<file path="src/rtl/tvwap_pkg.sv">
// Shared types, widths and codes of the trade run VWAP aggregator.
// Used by the channel interfaces, the divider and the top level.
`default_nettype none

package tvwap_pkg;

  localparam int TIME_W  = 48;
  localparam int TYPE_W  = 8;
  localparam int WORD_W  = 32;
  localparam int EXCH_W  = 8;
  localparam int COST_W  = 64;
  localparam int VSUM_W  = 40;
  localparam int AVG_W   = 48;

  localparam int PRICE_BITS_DEF    = 32;
  localparam int VOLUME_BITS_DEF   = 32;
  localparam int FRACTION_BITS_DEF = 16;

  localparam logic [TYPE_W-1:0] EXEC_TYPE_A = 8'd69;
  localparam logic [TYPE_W-1:0] EXEC_TYPE_B = 8'd70;

  typedef enum logic [2:0] {
    ST_IDLE,
    ST_EVAL,
    ST_ACCUM,
    ST_START,
    ST_POST,
    ST_DIV,
    ST_LOAD
  } fsm_state_t;

  typedef struct packed {
    logic [WORD_W-1:0] bid_price;
    logic [WORD_W-1:0] ask_price;
    logic [WORD_W-1:0] bid_volume;
    logic [WORD_W-1:0] ask_volume;
  } book_t;

  typedef struct packed {
    logic [TIME_W-1:0] ev_time;
    logic [TYPE_W-1:0] ev_type;
    logic [WORD_W-1:0] ev_volume;
    logic [WORD_W-1:0] ev_price;
    logic [EXCH_W-1:0] ev_exchange;
    logic              ev_side;
    book_t             book;
    logic              end_of_stream;
  } ev_item_t;

  typedef struct packed {
    logic [TIME_W-1:0] run_time;
    book_t             prior;
    logic [AVG_W-1:0]  avg_price;
    logic [VSUM_W-1:0] total_volume;
    logic              is_sell;
    logic [WORD_W-1:0] extreme_price;
    logic [EXCH_W-1:0] exchange_id;
    logic              last_of_run;
  } out_rec_t;

  typedef struct packed {
    logic              start;
    logic [COST_W-1:0] dividend;
    logic [VSUM_W-1:0] divisor;
  } div_req_t;

  typedef struct packed {
    logic             done;
    logic [AVG_W-1:0] quotient;
  } div_rsp_t;

endpackage

`default_nettype wire

</file>
<file path="src/rtl/tvwap_in_if.sv">
// Input channel carrying one order-book event row per request.
// Depends on tvwap_pkg for field widths.
`default_nettype none

interface tvwap_in_if;
  import tvwap_pkg::*;

  logic              valid;
  logic              ready;
  logic [TIME_W-1:0] ev_time;
  logic [TYPE_W-1:0] ev_type;
  logic [WORD_W-1:0] ev_volume;
  logic [WORD_W-1:0] ev_price;
  logic [EXCH_W-1:0] ev_exchange;
  logic              ev_side;
  logic [WORD_W-1:0] book_bid_price;
  logic [WORD_W-1:0] book_ask_price;
  logic [WORD_W-1:0] book_bid_volume;
  logic [WORD_W-1:0] book_ask_volume;
  logic              end_of_stream;

  modport source (
    output valid, ev_time, ev_type, ev_volume, ev_price, ev_exchange, ev_side,
           book_bid_price, book_ask_price, book_bid_volume, book_ask_volume,
           end_of_stream,
    input  ready
  );

  modport sink (
    input  valid, ev_time, ev_type, ev_volume, ev_price, ev_exchange, ev_side,
           book_bid_price, book_ask_price, book_bid_volume, book_ask_volume,
           end_of_stream,
    output ready
  );

endinterface

`default_nettype wire

</file>
<file path="src/rtl/tvwap_out_if.sv">
// Result channel carrying one finished market-order run per request.
// Depends on tvwap_pkg for field widths.
`default_nettype none

interface tvwap_out_if;
  import tvwap_pkg::*;

  logic              valid;
  logic              ready;
  logic [TIME_W-1:0] run_time;
  logic [WORD_W-1:0] prior_bid_price;
  logic [WORD_W-1:0] prior_ask_price;
  logic [WORD_W-1:0] prior_bid_volume;
  logic [WORD_W-1:0] prior_ask_volume;
  logic [AVG_W-1:0]  avg_price;
  logic [VSUM_W-1:0] total_volume;
  logic              is_sell;
  logic [WORD_W-1:0] extreme_price;
  logic [EXCH_W-1:0] exchange_id;
  logic              last_of_run;

  modport source (
    output valid, run_time, prior_bid_price, prior_ask_price, prior_bid_volume,
           prior_ask_volume, avg_price, total_volume, is_sell, extreme_price,
           exchange_id, last_of_run,
    input  ready
  );

  modport sink (
    input  valid, run_time, prior_bid_price, prior_ask_price, prior_bid_volume,
           prior_ask_volume, avg_price, total_volume, is_sell, extreme_price,
           exchange_id, last_of_run,
    output ready
  );

endinterface

`default_nettype wire

</file>
<file path="src/rtl/tvwap_div.sv">
// Shared radix-2 restoring divider that forms the saturated fixed-point average.
// Depends on tvwap_pkg for the request and response structs.
`default_nettype none

module tvwap_div #(
  parameter int FRACTION_BITS = tvwap_pkg::FRACTION_BITS_DEF
) (
  input  logic                clk,
  input  logic                rst_n,
  input  tvwap_pkg::div_req_t req,
  output tvwap_pkg::div_rsp_t rsp
);
  import tvwap_pkg::*;

  localparam int DW    = COST_W + FRACTION_BITS;
  localparam int CNT_W = $clog2(AVG_W + 1);

  logic              busy_r, busy_nxt;
  logic              done_r, done_nxt;
  logic [CNT_W-1:0]  cnt_r, cnt_nxt;
  logic [VSUM_W-1:0] rem_r, rem_nxt;
  logic [VSUM_W-1:0] div_r, div_nxt;
  logic [AVG_W-1:0]  dvd_r, dvd_nxt;
  logic [AVG_W-1:0]  quo_r, quo_nxt;

  logic [DW-1:0]     dext;
  logic [VSUM_W:0]   hi_ext;
  logic              ovf;
  logic [VSUM_W:0]   trial;
  logic [VSUM_W:0]   diff;
  logic              take;

  // The quotient overflows 48 bits exactly when the bits above the low 48 of
  // the scaled dividend already reach the divisor.
  assign dext   = DW'(req.dividend) << FRACTION_BITS;
  assign hi_ext = (VSUM_W + 1)'(dext[DW-1:AVG_W]);
  assign ovf    = hi_ext >= {1'b0, req.divisor};

  assign trial = {rem_r, dvd_r[AVG_W-1]};
  assign diff  = trial - {1'b0, div_r};
  assign take  = !diff[VSUM_W];

  always_comb begin
    busy_nxt = busy_r;
    done_nxt = 1'b0;
    cnt_nxt  = cnt_r;
    rem_nxt  = rem_r;
    div_nxt  = div_r;
    dvd_nxt  = dvd_r;
    quo_nxt  = quo_r;
    if (busy_r) begin
      rem_nxt = take ? diff[VSUM_W-1:0] : trial[VSUM_W-1:0];
      dvd_nxt = {dvd_r[AVG_W-2:0], 1'b0};
      quo_nxt = {quo_r[AVG_W-2:0], take};
      cnt_nxt = cnt_r - CNT_W'(1);
      if (cnt_r == CNT_W'(1)) begin
        busy_nxt = 1'b0;
        done_nxt = 1'b1;
      end
    end else if (req.start) begin
      div_nxt = req.divisor;
      priority if (req.divisor == '0) begin
        quo_nxt  = '0;
        done_nxt = 1'b1;
      end else if (ovf) begin
        quo_nxt  = '1;
        done_nxt = 1'b1;
      end else begin
        busy_nxt = 1'b1;
        cnt_nxt  = CNT_W'(AVG_W);
        rem_nxt  = hi_ext[VSUM_W-1:0];
        dvd_nxt  = dext[AVG_W-1:0];
      end
    end
  end

  always_ff @(posedge clk) begin
    if (!rst_n) begin
      busy_r <= 1'b0;
      done_r <= 1'b0;
      cnt_r  <= '0;
    end else begin
      busy_r <= busy_nxt;
      done_r <= done_nxt;
      cnt_r  <= cnt_nxt;
    end
  end

  always_ff @(posedge clk) begin
    rem_r <= rem_nxt;
    div_r <= div_nxt;
    dvd_r <= dvd_nxt;
    quo_r <= quo_nxt;
  end

  assign rsp.done     = done_r;
  assign rsp.quotient = quo_r;

`ifndef SYNTHESIS
  a_rem_below_divisor: assert property (@(posedge clk) disable iff (!rst_n)
    busy_r |-> rem_r < div_r)
    else $error("divider remainder reached the divisor");

  a_zero_divisor: assert property (@(posedge clk) disable iff (!rst_n)
    req.start && !busy_r && req.divisor == '0 |=> done_r && quo_r == '0)
    else $error("zero divisor did not give a zero quotient at once");

  a_no_done_while_busy: assert property (@(posedge clk) disable iff (!rst_n)
    !(busy_r && done_r))
    else $error("divider flagged done while still iterating");
`endif

endmodule

`default_nettype wire

</file>
<file path="src/rtl/trade_run_vwap_aggregator.sv">
// Top level of the trade run VWAP aggregator: run tracking, sequencer, result register.
// Depends on tvwap_pkg, tvwap_in_if, tvwap_out_if and tvwap_div.
// A row that finishes no run passes through evaluate, add or start, and post before the next
// acceptance. Each finished run also waits for the 48-step shared divider, which skips its
// steps when the divisor is zero or the average saturates, and then for the result register to be free.
// Synchronous active-low reset clears the sequencer, the run state and the book.
`default_nettype none

module trade_run_vwap_aggregator #(
  parameter int PRICE_BITS    = tvwap_pkg::PRICE_BITS_DEF,
  parameter int VOLUME_BITS   = tvwap_pkg::VOLUME_BITS_DEF,
  parameter int FRACTION_BITS = tvwap_pkg::FRACTION_BITS_DEF
) (
  input  logic        clk,
  input  logic        rst_n,
  tvwap_in_if.sink    in_ch,
  tvwap_out_if.source out_ch
);
  import tvwap_pkg::*;

  localparam int PW = (PRICE_BITS < WORD_W) ? PRICE_BITS : WORD_W;
  localparam int VW = (VOLUME_BITS < WORD_W) ? VOLUME_BITS : WORD_W;
  localparam logic [WORD_W-1:0] PRICE_MASK  = WORD_W'((64'd1 << PW) - 64'd1);
  localparam logic [WORD_W-1:0] VOLUME_MASK = WORD_W'((64'd1 << VW) - 64'd1);

  fsm_state_t        state_r, state_nxt;
  ev_item_t          item_r, item_nxt;
  logic [COST_W-1:0] prod_r, prod_nxt;

  logic              in_run_r, in_run_nxt;
  logic [TIME_W-1:0] cur_time_r, cur_time_nxt;
  logic              cur_side_r, cur_side_nxt;
  logic [EXCH_W-1:0] cur_exch_r, cur_exch_nxt;
  book_t             snap_r, snap_nxt;
  book_t             prev_r, prev_nxt;
  logic [VSUM_W-1:0] vol_sum_r, vol_sum_nxt;
  logic [COST_W-1:0] cost_sum_r, cost_sum_nxt;
  logic [WORD_W-1:0] high_r, high_nxt;
  logic [WORD_W-1:0] low_r, low_nxt;

  logic              last_r, last_nxt;
  logic              final_r, final_nxt;
  out_rec_t          out_r, out_nxt;
  logic              out_valid_r, out_valid_nxt;

  logic [WORD_W-1:0] vol_m;
  logic [WORD_W-1:0] price_m;
  logic              is_exec;
  logic              run_match;
  logic              out_free;
  logic [VSUM_W:0]   vsum;
  logic [COST_W:0]   csum;

  div_req_t          div_req;
  div_rsp_t          div_rsp;

  tvwap_div #(
    .FRACTION_BITS(FRACTION_BITS)
  ) u_div (
    .clk  (clk),
    .rst_n(rst_n),
    .req  (div_req),
    .rsp  (div_rsp)
  );

  assign vol_m     = item_r.ev_volume & VOLUME_MASK;
  assign price_m   = item_r.ev_price & PRICE_MASK;
  assign is_exec   = (item_r.ev_type == EXEC_TYPE_A) || (item_r.ev_type == EXEC_TYPE_B);
  assign run_match = in_run_r && is_exec && (item_r.ev_side == cur_side_r)
                     && (item_r.ev_time == cur_time_r);
  assign prod_nxt  = COST_W'(vol_m) * COST_W'(price_m);
  assign vsum      = {1'b0, vol_sum_r} + (VSUM_W + 1)'(vol_m);
  assign csum      = {1'b0, cost_sum_r} + {1'b0, prod_r};
  assign out_free  = !out_valid_r || out_ch.ready;

  always_comb begin
    state_nxt     = state_r;
    item_nxt      = item_r;
    in_run_nxt    = in_run_r;
    cur_time_nxt  = cur_time_r;
    cur_side_nxt  = cur_side_r;
    cur_exch_nxt  = cur_exch_r;
    snap_nxt      = snap_r;
    prev_nxt      = prev_r;
    vol_sum_nxt   = vol_sum_r;
    cost_sum_nxt  = cost_sum_r;
    high_nxt      = high_r;
    low_nxt       = low_r;
    last_nxt      = last_r;
    final_nxt     = final_r;
    out_nxt       = out_r;
    out_valid_nxt = out_valid_r && !out_ch.ready;
    div_req.start    = 1'b0;
    div_req.dividend = cost_sum_r;
    div_req.divisor  = vol_sum_r;

    unique case (state_r)
      ST_IDLE: begin
        if (in_ch.valid) begin
          item_nxt.ev_time         = in_ch.ev_time;
          item_nxt.ev_type         = in_ch.ev_type;
          item_nxt.ev_volume       = in_ch.ev_volume;
          item_nxt.ev_price        = in_ch.ev_price;
          item_nxt.ev_exchange     = in_ch.ev_exchange;
          item_nxt.ev_side         = in_ch.ev_side;
          item_nxt.book.bid_price  = in_ch.book_bid_price;
          item_nxt.book.ask_price  = in_ch.book_ask_price;
          item_nxt.book.bid_volume = in_ch.book_bid_volume;
          item_nxt.book.ask_volume = in_ch.book_ask_volume;
          item_nxt.end_of_stream   = in_ch.end_of_stream;
          state_nxt                = ST_EVAL;
        end
      end
      ST_EVAL: begin
        priority if (run_match) begin
          state_nxt = ST_ACCUM;
        end else if (in_run_r) begin
          // The open run ends here; a second result follows only when this
          // row starts a new run that the end of stream flushes at once.
          div_req.start = 1'b1;
          last_nxt      = !(item_r.end_of_stream && is_exec);
          final_nxt     = 1'b0;
          state_nxt     = ST_DIV;
        end else begin
          state_nxt = ST_START;
        end
      end
      ST_ACCUM: begin
        vol_sum_nxt  = vsum[VSUM_W] ? '1 : vsum[VSUM_W-1:0];
        cost_sum_nxt = csum[COST_W] ? '1 : csum[COST_W-1:0];
        if (price_m > high_r) begin
          high_nxt = price_m;
        end
        if (price_m < low_r) begin
          low_nxt = price_m;
        end
        state_nxt = ST_POST;
      end
      ST_START: begin
        if (is_exec) begin
          in_run_nxt   = 1'b1;
          cur_time_nxt = item_r.ev_time;
          cur_side_nxt = item_r.ev_side;
          cur_exch_nxt = item_r.ev_exchange;
          snap_nxt     = prev_r;
          vol_sum_nxt  = VSUM_W'(vol_m);
          cost_sum_nxt = prod_r;
          high_nxt     = price_m;
          low_nxt      = price_m;
        end
        state_nxt = ST_POST;
      end
      ST_POST: begin
        prev_nxt = item_r.book;
        if (item_r.end_of_stream && in_run_r) begin
          div_req.start = 1'b1;
          last_nxt      = 1'b1;
          final_nxt     = 1'b1;
          state_nxt     = ST_DIV;
        end else begin
          state_nxt = ST_IDLE;
        end
      end
      ST_DIV: begin
        if (div_rsp.done) begin
          state_nxt = ST_LOAD;
        end
      end
      ST_LOAD: begin
        if (out_free) begin
          out_nxt.run_time      = cur_time_r;
          out_nxt.prior         = snap_r;
          out_nxt.avg_price     = div_rsp.quotient;
          out_nxt.total_volume  = vol_sum_r;
          out_nxt.is_sell       = cur_side_r;
          out_nxt.extreme_price = cur_side_r ? low_r : high_r;
          out_nxt.exchange_id   = cur_exch_r;
          out_nxt.last_of_run   = last_r;
          out_valid_nxt         = 1'b1;
          in_run_nxt            = 1'b0;
          state_nxt             = final_r ? ST_IDLE : ST_START;
        end
      end
      default: begin
        state_nxt = ST_IDLE;
      end
    endcase
  end

  always_ff @(posedge clk) begin
    if (!rst_n) begin
      state_r     <= ST_IDLE;
      in_run_r    <= 1'b0;
      cur_time_r  <= '0;
      cur_side_r  <= 1'b0;
      cur_exch_r  <= '0;
      snap_r      <= '0;
      prev_r      <= '0;
      vol_sum_r   <= '0;
      cost_sum_r  <= '0;
      high_r      <= '0;
      low_r       <= '0;
      last_r      <= 1'b0;
      final_r     <= 1'b0;
      out_valid_r <= 1'b0;
    end else begin
      state_r     <= state_nxt;
      in_run_r    <= in_run_nxt;
      cur_time_r  <= cur_time_nxt;
      cur_side_r  <= cur_side_nxt;
      cur_exch_r  <= cur_exch_nxt;
      snap_r      <= snap_nxt;
      prev_r      <= prev_nxt;
      vol_sum_r   <= vol_sum_nxt;
      cost_sum_r  <= cost_sum_nxt;
      high_r      <= high_nxt;
      low_r       <= low_nxt;
      last_r      <= last_nxt;
      final_r     <= final_nxt;
      out_valid_r <= out_valid_nxt;
    end
  end

  always_ff @(posedge clk) begin
    item_r <= item_nxt;
    prod_r <= prod_nxt;
    out_r  <= out_nxt;
  end

  assign in_ch.ready = (state_r == ST_IDLE);

  assign out_ch.valid            = out_valid_r;
  assign out_ch.run_time         = out_r.run_time;
  assign out_ch.prior_bid_price  = out_r.prior.bid_price;
  assign out_ch.prior_ask_price  = out_r.prior.ask_price;
  assign out_ch.prior_bid_volume = out_r.prior.bid_volume;
  assign out_ch.prior_ask_volume = out_r.prior.ask_volume;
  assign out_ch.avg_price        = out_r.avg_price;
  assign out_ch.total_volume     = out_r.total_volume;
  assign out_ch.is_sell          = out_r.is_sell;
  assign out_ch.extreme_price    = out_r.extreme_price;
  assign out_ch.exchange_id      = out_r.exchange_id;
  assign out_ch.last_of_run      = out_r.last_of_run;

`ifndef SYNTHESIS
  a_div_start_state: assert property (@(posedge clk) disable iff (!rst_n)
    div_req.start |-> (state_r == ST_EVAL || state_r == ST_POST))
    else $error("divider started outside a run-closing step");

  a_div_done_state: assert property (@(posedge clk) disable iff (!rst_n)
    div_rsp.done |-> state_r == ST_DIV)
    else $error("divider finished while the sequencer was not waiting");

  a_accum_in_run: assert property (@(posedge clk) disable iff (!rst_n)
    state_r == ST_ACCUM |-> in_run_r)
    else $error("row added to a run that is not open");

  a_break_then_start: assert property (@(posedge clk) disable iff (!rst_n)
    state_r == ST_LOAD && !final_r && out_free
    |=> state_r == ST_START && !in_run_r && out_valid_r)
    else $error("closed run did not hand over to the new row");
`endif

endmodule

`default_nettype wire
</file>
<file path="src/flat_wrapper.sv">
// flat-port wrapper written by rule: the top's interface ports become plain ports
module trade_run_vwap_aggregator_flat import tvwap_pkg::*;
#(
  parameter int PRICE_BITS    = tvwap_pkg::PRICE_BITS_DEF,
  parameter int VOLUME_BITS   = tvwap_pkg::VOLUME_BITS_DEF,
  parameter int FRACTION_BITS = tvwap_pkg::FRACTION_BITS_DEF
)
  (clk, rst_n, in_ch_valid, in_ch_ev_time, in_ch_ev_type, in_ch_ev_volume, in_ch_ev_price, in_ch_ev_exchange, in_ch_ev_side, in_ch_book_bid_price, in_ch_book_ask_price, in_ch_book_bid_volume, in_ch_book_ask_volume, in_ch_end_of_stream, in_ch_ready, out_ch_valid, out_ch_run_time, out_ch_prior_bid_price, out_ch_prior_ask_price, out_ch_prior_bid_volume, out_ch_prior_ask_volume, out_ch_avg_price, out_ch_total_volume, out_ch_is_sell, out_ch_extreme_price, out_ch_exchange_id, out_ch_last_of_run, out_ch_ready);
  tvwap_in_if in_ch_i ();
  tvwap_out_if out_ch_i ();
  input  logic clk;
  input  logic rst_n;
  input wire logic [$bits(in_ch_i.valid)-1:0] in_ch_valid;
  input wire logic [$bits(in_ch_i.ev_time)-1:0] in_ch_ev_time;
  input wire logic [$bits(in_ch_i.ev_type)-1:0] in_ch_ev_type;
  input wire logic [$bits(in_ch_i.ev_volume)-1:0] in_ch_ev_volume;
  input wire logic [$bits(in_ch_i.ev_price)-1:0] in_ch_ev_price;
  input wire logic [$bits(in_ch_i.ev_exchange)-1:0] in_ch_ev_exchange;
  input wire logic [$bits(in_ch_i.ev_side)-1:0] in_ch_ev_side;
  input wire logic [$bits(in_ch_i.book_bid_price)-1:0] in_ch_book_bid_price;
  input wire logic [$bits(in_ch_i.book_ask_price)-1:0] in_ch_book_ask_price;
  input wire logic [$bits(in_ch_i.book_bid_volume)-1:0] in_ch_book_bid_volume;
  input wire logic [$bits(in_ch_i.book_ask_volume)-1:0] in_ch_book_ask_volume;
  input wire logic [$bits(in_ch_i.end_of_stream)-1:0] in_ch_end_of_stream;
  output wire logic [$bits(in_ch_i.ready)-1:0] in_ch_ready;
  output wire logic [$bits(out_ch_i.valid)-1:0] out_ch_valid;
  output wire logic [$bits(out_ch_i.run_time)-1:0] out_ch_run_time;
  output wire logic [$bits(out_ch_i.prior_bid_price)-1:0] out_ch_prior_bid_price;
  output wire logic [$bits(out_ch_i.prior_ask_price)-1:0] out_ch_prior_ask_price;
  output wire logic [$bits(out_ch_i.prior_bid_volume)-1:0] out_ch_prior_bid_volume;
  output wire logic [$bits(out_ch_i.prior_ask_volume)-1:0] out_ch_prior_ask_volume;
  output wire logic [$bits(out_ch_i.avg_price)-1:0] out_ch_avg_price;
  output wire logic [$bits(out_ch_i.total_volume)-1:0] out_ch_total_volume;
  output wire logic [$bits(out_ch_i.is_sell)-1:0] out_ch_is_sell;
  output wire logic [$bits(out_ch_i.extreme_price)-1:0] out_ch_extreme_price;
  output wire logic [$bits(out_ch_i.exchange_id)-1:0] out_ch_exchange_id;
  output wire logic [$bits(out_ch_i.last_of_run)-1:0] out_ch_last_of_run;
  input wire logic [$bits(out_ch_i.ready)-1:0] out_ch_ready;
  assign in_ch_i.valid = in_ch_valid;
  assign in_ch_i.ev_time = in_ch_ev_time;
  assign in_ch_i.ev_type = in_ch_ev_type;
  assign in_ch_i.ev_volume = in_ch_ev_volume;
  assign in_ch_i.ev_price = in_ch_ev_price;
  assign in_ch_i.ev_exchange = in_ch_ev_exchange;
  assign in_ch_i.ev_side = in_ch_ev_side;
  assign in_ch_i.book_bid_price = in_ch_book_bid_price;
  assign in_ch_i.book_ask_price = in_ch_book_ask_price;
  assign in_ch_i.book_bid_volume = in_ch_book_bid_volume;
  assign in_ch_i.book_ask_volume = in_ch_book_ask_volume;
  assign in_ch_i.end_of_stream = in_ch_end_of_stream;
  assign in_ch_ready = in_ch_i.ready;
  assign out_ch_valid = out_ch_i.valid;
  assign out_ch_run_time = out_ch_i.run_time;
  assign out_ch_prior_bid_price = out_ch_i.prior_bid_price;
  assign out_ch_prior_ask_price = out_ch_i.prior_ask_price;
  assign out_ch_prior_bid_volume = out_ch_i.prior_bid_volume;
  assign out_ch_prior_ask_volume = out_ch_i.prior_ask_volume;
  assign out_ch_avg_price = out_ch_i.avg_price;
  assign out_ch_total_volume = out_ch_i.total_volume;
  assign out_ch_is_sell = out_ch_i.is_sell;
  assign out_ch_extreme_price = out_ch_i.extreme_price;
  assign out_ch_exchange_id = out_ch_i.exchange_id;
  assign out_ch_last_of_run = out_ch_i.last_of_run;
  assign out_ch_i.ready = out_ch_ready;
  trade_run_vwap_aggregator #(.PRICE_BITS(PRICE_BITS), .VOLUME_BITS(VOLUME_BITS), .FRACTION_BITS(FRACTION_BITS)) u_core (.clk(clk), .rst_n(rst_n), .in_ch(in_ch_i), .out_ch(out_ch_i));
endmodule
</file>
<file path="config.mk">
export PLATFORM = sky130hd
export DESIGN_NAME = trade_run_vwap_aggregator_flat
export DESIGN_NICKNAME = d
export VERILOG_FILES = /design/src/rtl/tvwap_pkg.sv /design/src/rtl/tvwap_in_if.sv /design/src/rtl/tvwap_out_if.sv /design/src/rtl/tvwap_div.sv /design/src/rtl/trade_run_vwap_aggregator.sv /design/src/flat_wrapper.sv
export SDC_FILE = /design/constraint.sdc
export NUM_CORES = 2
export LEC_CHECK = 0
export ABC_AREA = 1
export ABC_CLOCK_PERIOD_IN_PS = 37500
export BUFFER_PORTS_ARGS = -buffer_cell sky130_fd_sc_hd__buf_4
export CORE_UTILIZATION = 55
export DETAILED_ROUTE_END_ITERATION = 10
export PLACE_DENSITY = 0.83
export REMOVE_ABC_BUFFERS = 1
export SLEW_MARGIN = 20
export SYNTH_ARGS = -nofsm -noshare
export SYNTH_HDL_FRONTEND = slang
export SYNTH_HIERARCHICAL = 1
export SYNTH_SLANG_ARGS = --single-unit
</file>
<file path="constraint.sdc">
create_clock -name clk -period 37.5 [get_ports clk]
set_input_delay 1.875 -clock clk [delete_from_list [all_inputs] [get_ports clk]]
set_output_delay 1.875 -clock clk [all_outputs]
set_load 0.02 [all_outputs]
</file>
==> impl_summary.log <==
[metrics] run status: finished, final reports clean
[metrics] share of synthesized area occupied by flip-flops and latches: a little over a third
[metrics] Setup crit end kind: flip-flop
[metrics] number of cells produced by synthesis: 11.6k
[metrics] Die Outline Area: ~170000 um^2
[metrics] die outline width: 416 um
[metrics] most common cell after layout, fill and taps aside: nand2_1
[metrics] Max Slew Vio Count: 0
[metrics] count of hold-fix buffers inserted at cts: 0
[metrics] slew at the pin closest to its max-slew limit: ~1.1 ns
[metrics] vias in the first global route: approximately 80k
[metrics] Post-synth top flop: edfxtp_1
[metrics] ANT nets after route: 0
[metrics] setup repair bufs after CTS: 0
[metrics] met3 Track Usage GR: between 7 and 8%
[metrics] port bufs: between 500 and 600
[metrics] most used routing layer: met2
[metrics] yosys synthesis warning count: 6
[metrics] RSZ-0062 raised after global routing: false
[metrics] Final setup viols: 0
[metrics] final core utilization: about 62%
[metrics] number of violations reported at the end of detailed-routing iteration 0: just under 9k
[metrics] core region area: approximately 170000 um^2
[metrics] residual DRC count: 0
[metrics] number of max-cap violations: 0
[metrics] number of buffers on the longest clock path: 3
[metrics] clock transition time at the flip-flop clock pins of the worst setup and hold paths: about 0.070 ns
[metrics] count of TritonRoute iterations in the first routing pass: 10
[metrics] Initial Util: a little under three fifths
[metrics] path type of the worst setup path: reg2reg
[metrics] Resize count post-CTS: 0
[metrics] clk sinks: approximately 1.3k
[metrics] DR vias/cell: around 5.5
[metrics] Cell Rows: about 150
[metrics] final net count: around 14k
[metrics] largest net degree at the start of global routing: 165
[metrics] post-route fraction of the period consumed by the critical path: 20.7%
[metrics] async set-or-reset flop fraction in the synthesized netlist: 0%
[metrics] GR Util met1: between 40 and 50%
[metrics] maximum fanout along the worst path: 34
[metrics] fillcell total: about 14k
[metrics] TritonCTS clock tree: done
[metrics] most used cells in the layout excluding fill and tap cells: nand2_1 (3168), inv_1 (2397), nor2_1 (924)
[metrics] Adder-Cell Fraction of Synth Area: between 20% and 30%
[metrics] CTS Root Cell: clkbuf_16
[metrics] data arrival at the endpoint of the critical path: between 8 and 9 ns
[metrics] GPL Wtd Cong: 1.00
[metrics] area occupied by multi-input gates: roughly 50000 um^2
[metrics] routed length per placed instance: 20.9 um
[metrics] layout overhead on the synthesized area: 11.3%
[metrics] XOR/XNOR share of the synthesized area: ~1.3%
[metrics] share of layout cells above drive strength 1: 7.75%
[metrics] first-pass GRT wire length: approximately 460000 um
[metrics] reg-to-reg setup timing slack: between 20 and 30 ns
[metrics] TritonCTS Buffers: 137
[metrics] wirelength, routed: approximately 300000 um
[metrics] dominant combinational cell family by area after synthesis: adder cells
[metrics] fraction of synthesized area in multiplexers: 0%
[metrics] routing usage on met2: roughly 54%
[metrics] CP Launch Type: flip-flop
[metrics] area of all sequential standard cells: ~33000 um^2
[metrics] setup clock skew after layout: 0.0627 ns
[metrics] overall die height: roughly 420 um
[metrics] vias: 79.1k
[metrics] H-tree depth: 4
[metrics] Worst slew margin: about a quarter
[metrics] Synth Cell Area: approximately 94000 um^2
[metrics] io pins: 570
[metrics] clock latency on the worst-skew pair: 0.82 ns
[metrics] count of state elements after synthesis: 1284
[metrics] achievable frequency: about 0.13 GHz
[metrics] TNS Setup: 0 ns
[metrics] hold violation count in the final report: 0
[metrics] DPL Wire Length: 221000 um
[metrics] shortest period the worst path allows: approximately 7.8 ns
[metrics] area fraction in and, or, nand and nor cells after synthesis: 20.5%
[metrics] number of flops mapped to enable cells by yosys: slightly above 700
[metrics] mean post-synth cell area: about 8 um^2
[metrics] CP Data Required Time: 38.11 ns
[metrics] library cells used by synthesis: 51
[metrics] Global Route Usage Sum: approximately a third
[metrics] Hold Crit Class: reg2reg
[metrics] global route overflow: 0
[metrics] number of antenna violations at the first check in global routing: 22
[metrics] post-synthesis compound-gate area fraction: 5.90%
[cell usage after synthesis, types with 2 or more instances]
master	instances	area share (%)
inv_2	8	0.032
buf_4	11	0.087
or2_2	5	0.033
o21bai_1	25	0.20
a21oi_2	2	0.019
buf_6	4	0.048
edfxtp_1	724	23
nor3_2	2	0.021
nand3_1	526	2.8
a31oi_1	11	0.073
o21a_1	9	0.072
nand4_1	54	0.36
nand3_2	2	0.021
and3_1	6	0.040
buf_1	14	0.056
xnor2_1	69	0.64
nand2_1	3174	13
o211ai_1	5	0.040
a211oi_1	2	0.016
nor4_1	13	0.086
nand3b_1	37	0.29
a21oi_1	601	3.2
dfxtp_1	560	12
a21boi_0	7	0.056
nand2_2	16	0.11
inv_1	2398	9.5
nor2_1	926	3.7
clkbuf_1	421	1.7
nor3b_1	3	0.024
nand2_4	3	0.036
o21ai_1	13	0.069
buf_2	58	0.31
nor2_2	7	0.046
o22ai_1	2	0.013
fa_1	899	19
o21ai_0	332	1.8
nor3_1	41	0.22
and2_1	5	0.033
ha_1	496	6.6
xor2_1	75	0.70
a21o_1	44	0.35
nand4_2	2	0.027
[layout make-up]
| class | count | area share [%] |
|---|---|---|
| Tap cell | 2218 | 2.64 |
| Multi-Input combinational cell | 7423 | 48.0 |
| Sequential cell | 1284 | 31.4 |
| Inverter | 2406 | 8.61 |
| Clock buffer | 190 | 3.64 |
| Antenna cell | 16 | 0.0381 |
| Clock inverter | 63 | 0.846 |
| Timing Repair Buffer | 669 | 4.83 |
[routing by layer]
| metal | wire (um) | vias up |
|---|---|---|
| met4 | 16200 | 4 |
| met2 | 136000 | 4292 |
| met3 | 30000 | 838 |
| li1 | - | 35900 |
| met1 | 116000 | 38000 |
| met5 | 26 | - |
[metrics by stage]
| stage | hold slack, ns | instance area, um^2 | instances | worst slack [ns] |
|---|---|---|---|---|
| global route | 0.410 | 105000 | 14300 | 29.48 |
| finish | 0.398 | 105000 | 14300 | 29.72 |
| floorplan | 0.400 | 92300 | 11100 | 19.81 |
| global placement | 0.405 | 100000 | 14000 | 29.89 |
| CTS | 0.402 | 105000 | 14300 | 29.90 |
| detailed placement | 0.413 | 100000 | 14000 | 29.94 |
[path summary, 6_finish.rpt]
kind	depth (start not counted)	to	start
max	21	u_core/prod_r[45]	u_core/vol_m[15]
min	0	u_core/out_ch.run_time[13]	u_core/cur_time_r[13]
max reg2reg	21	u_core/prod_r[45]	u_core/vol_m[15]
min reg2reg	0	u_core/out_ch.run_time[13]	u_core/cur_time_r[13]
[cell families (layout without fill, tap and decap cells)]
family	Yosys count	count (layout)
compound gates	1058	1058
xor+xnor	144	144
fa+ha+maj	1395	1395
buf+inv	2914	3328
flops	1284	1284
other cells	0	16
simple gates	4826	4826
[worst max-delay path: stages (launching register included)]
cell	delay, ns
edfxtp_1	0.32
buf_4	0.49
nand2_1	0.12
inv_1	0.10
fa_1	0.45
fa_1	0.56
inv_1	0.06
fa_1	0.57
fa_1	0.45
fa_1	0.56
inv_1	0.06
fa_1	0.45
fa_1	0.52
fa_1	0.43
ha_1	0.37
a21oi_1	0.34
o21ai_0	0.24
a21boi_0	0.52
o21ai_0	0.18
a21oi_1	0.16
nand2_1	0.15
xor2_1	0.48
[sequential cells by signal, summed over array words and instances, names as in the netlist, 48 cells and up]
name / count
u_core/prev_r: 128
u_core/cur_time_r: 48
u_core/cost_sum_r: 64
u_core/prod_r: 64
u_core/out_ch.avg_price: 48
u_core/snap_r: 128
u_core/u_div/quo_r: 48
u_core/out_ch.run_time: 48
u_core/item_r: 194
Power is left out: the tool's default activity adds up to more than one toggle a clock period on the data nets, which glitch-free logic cannot reach.
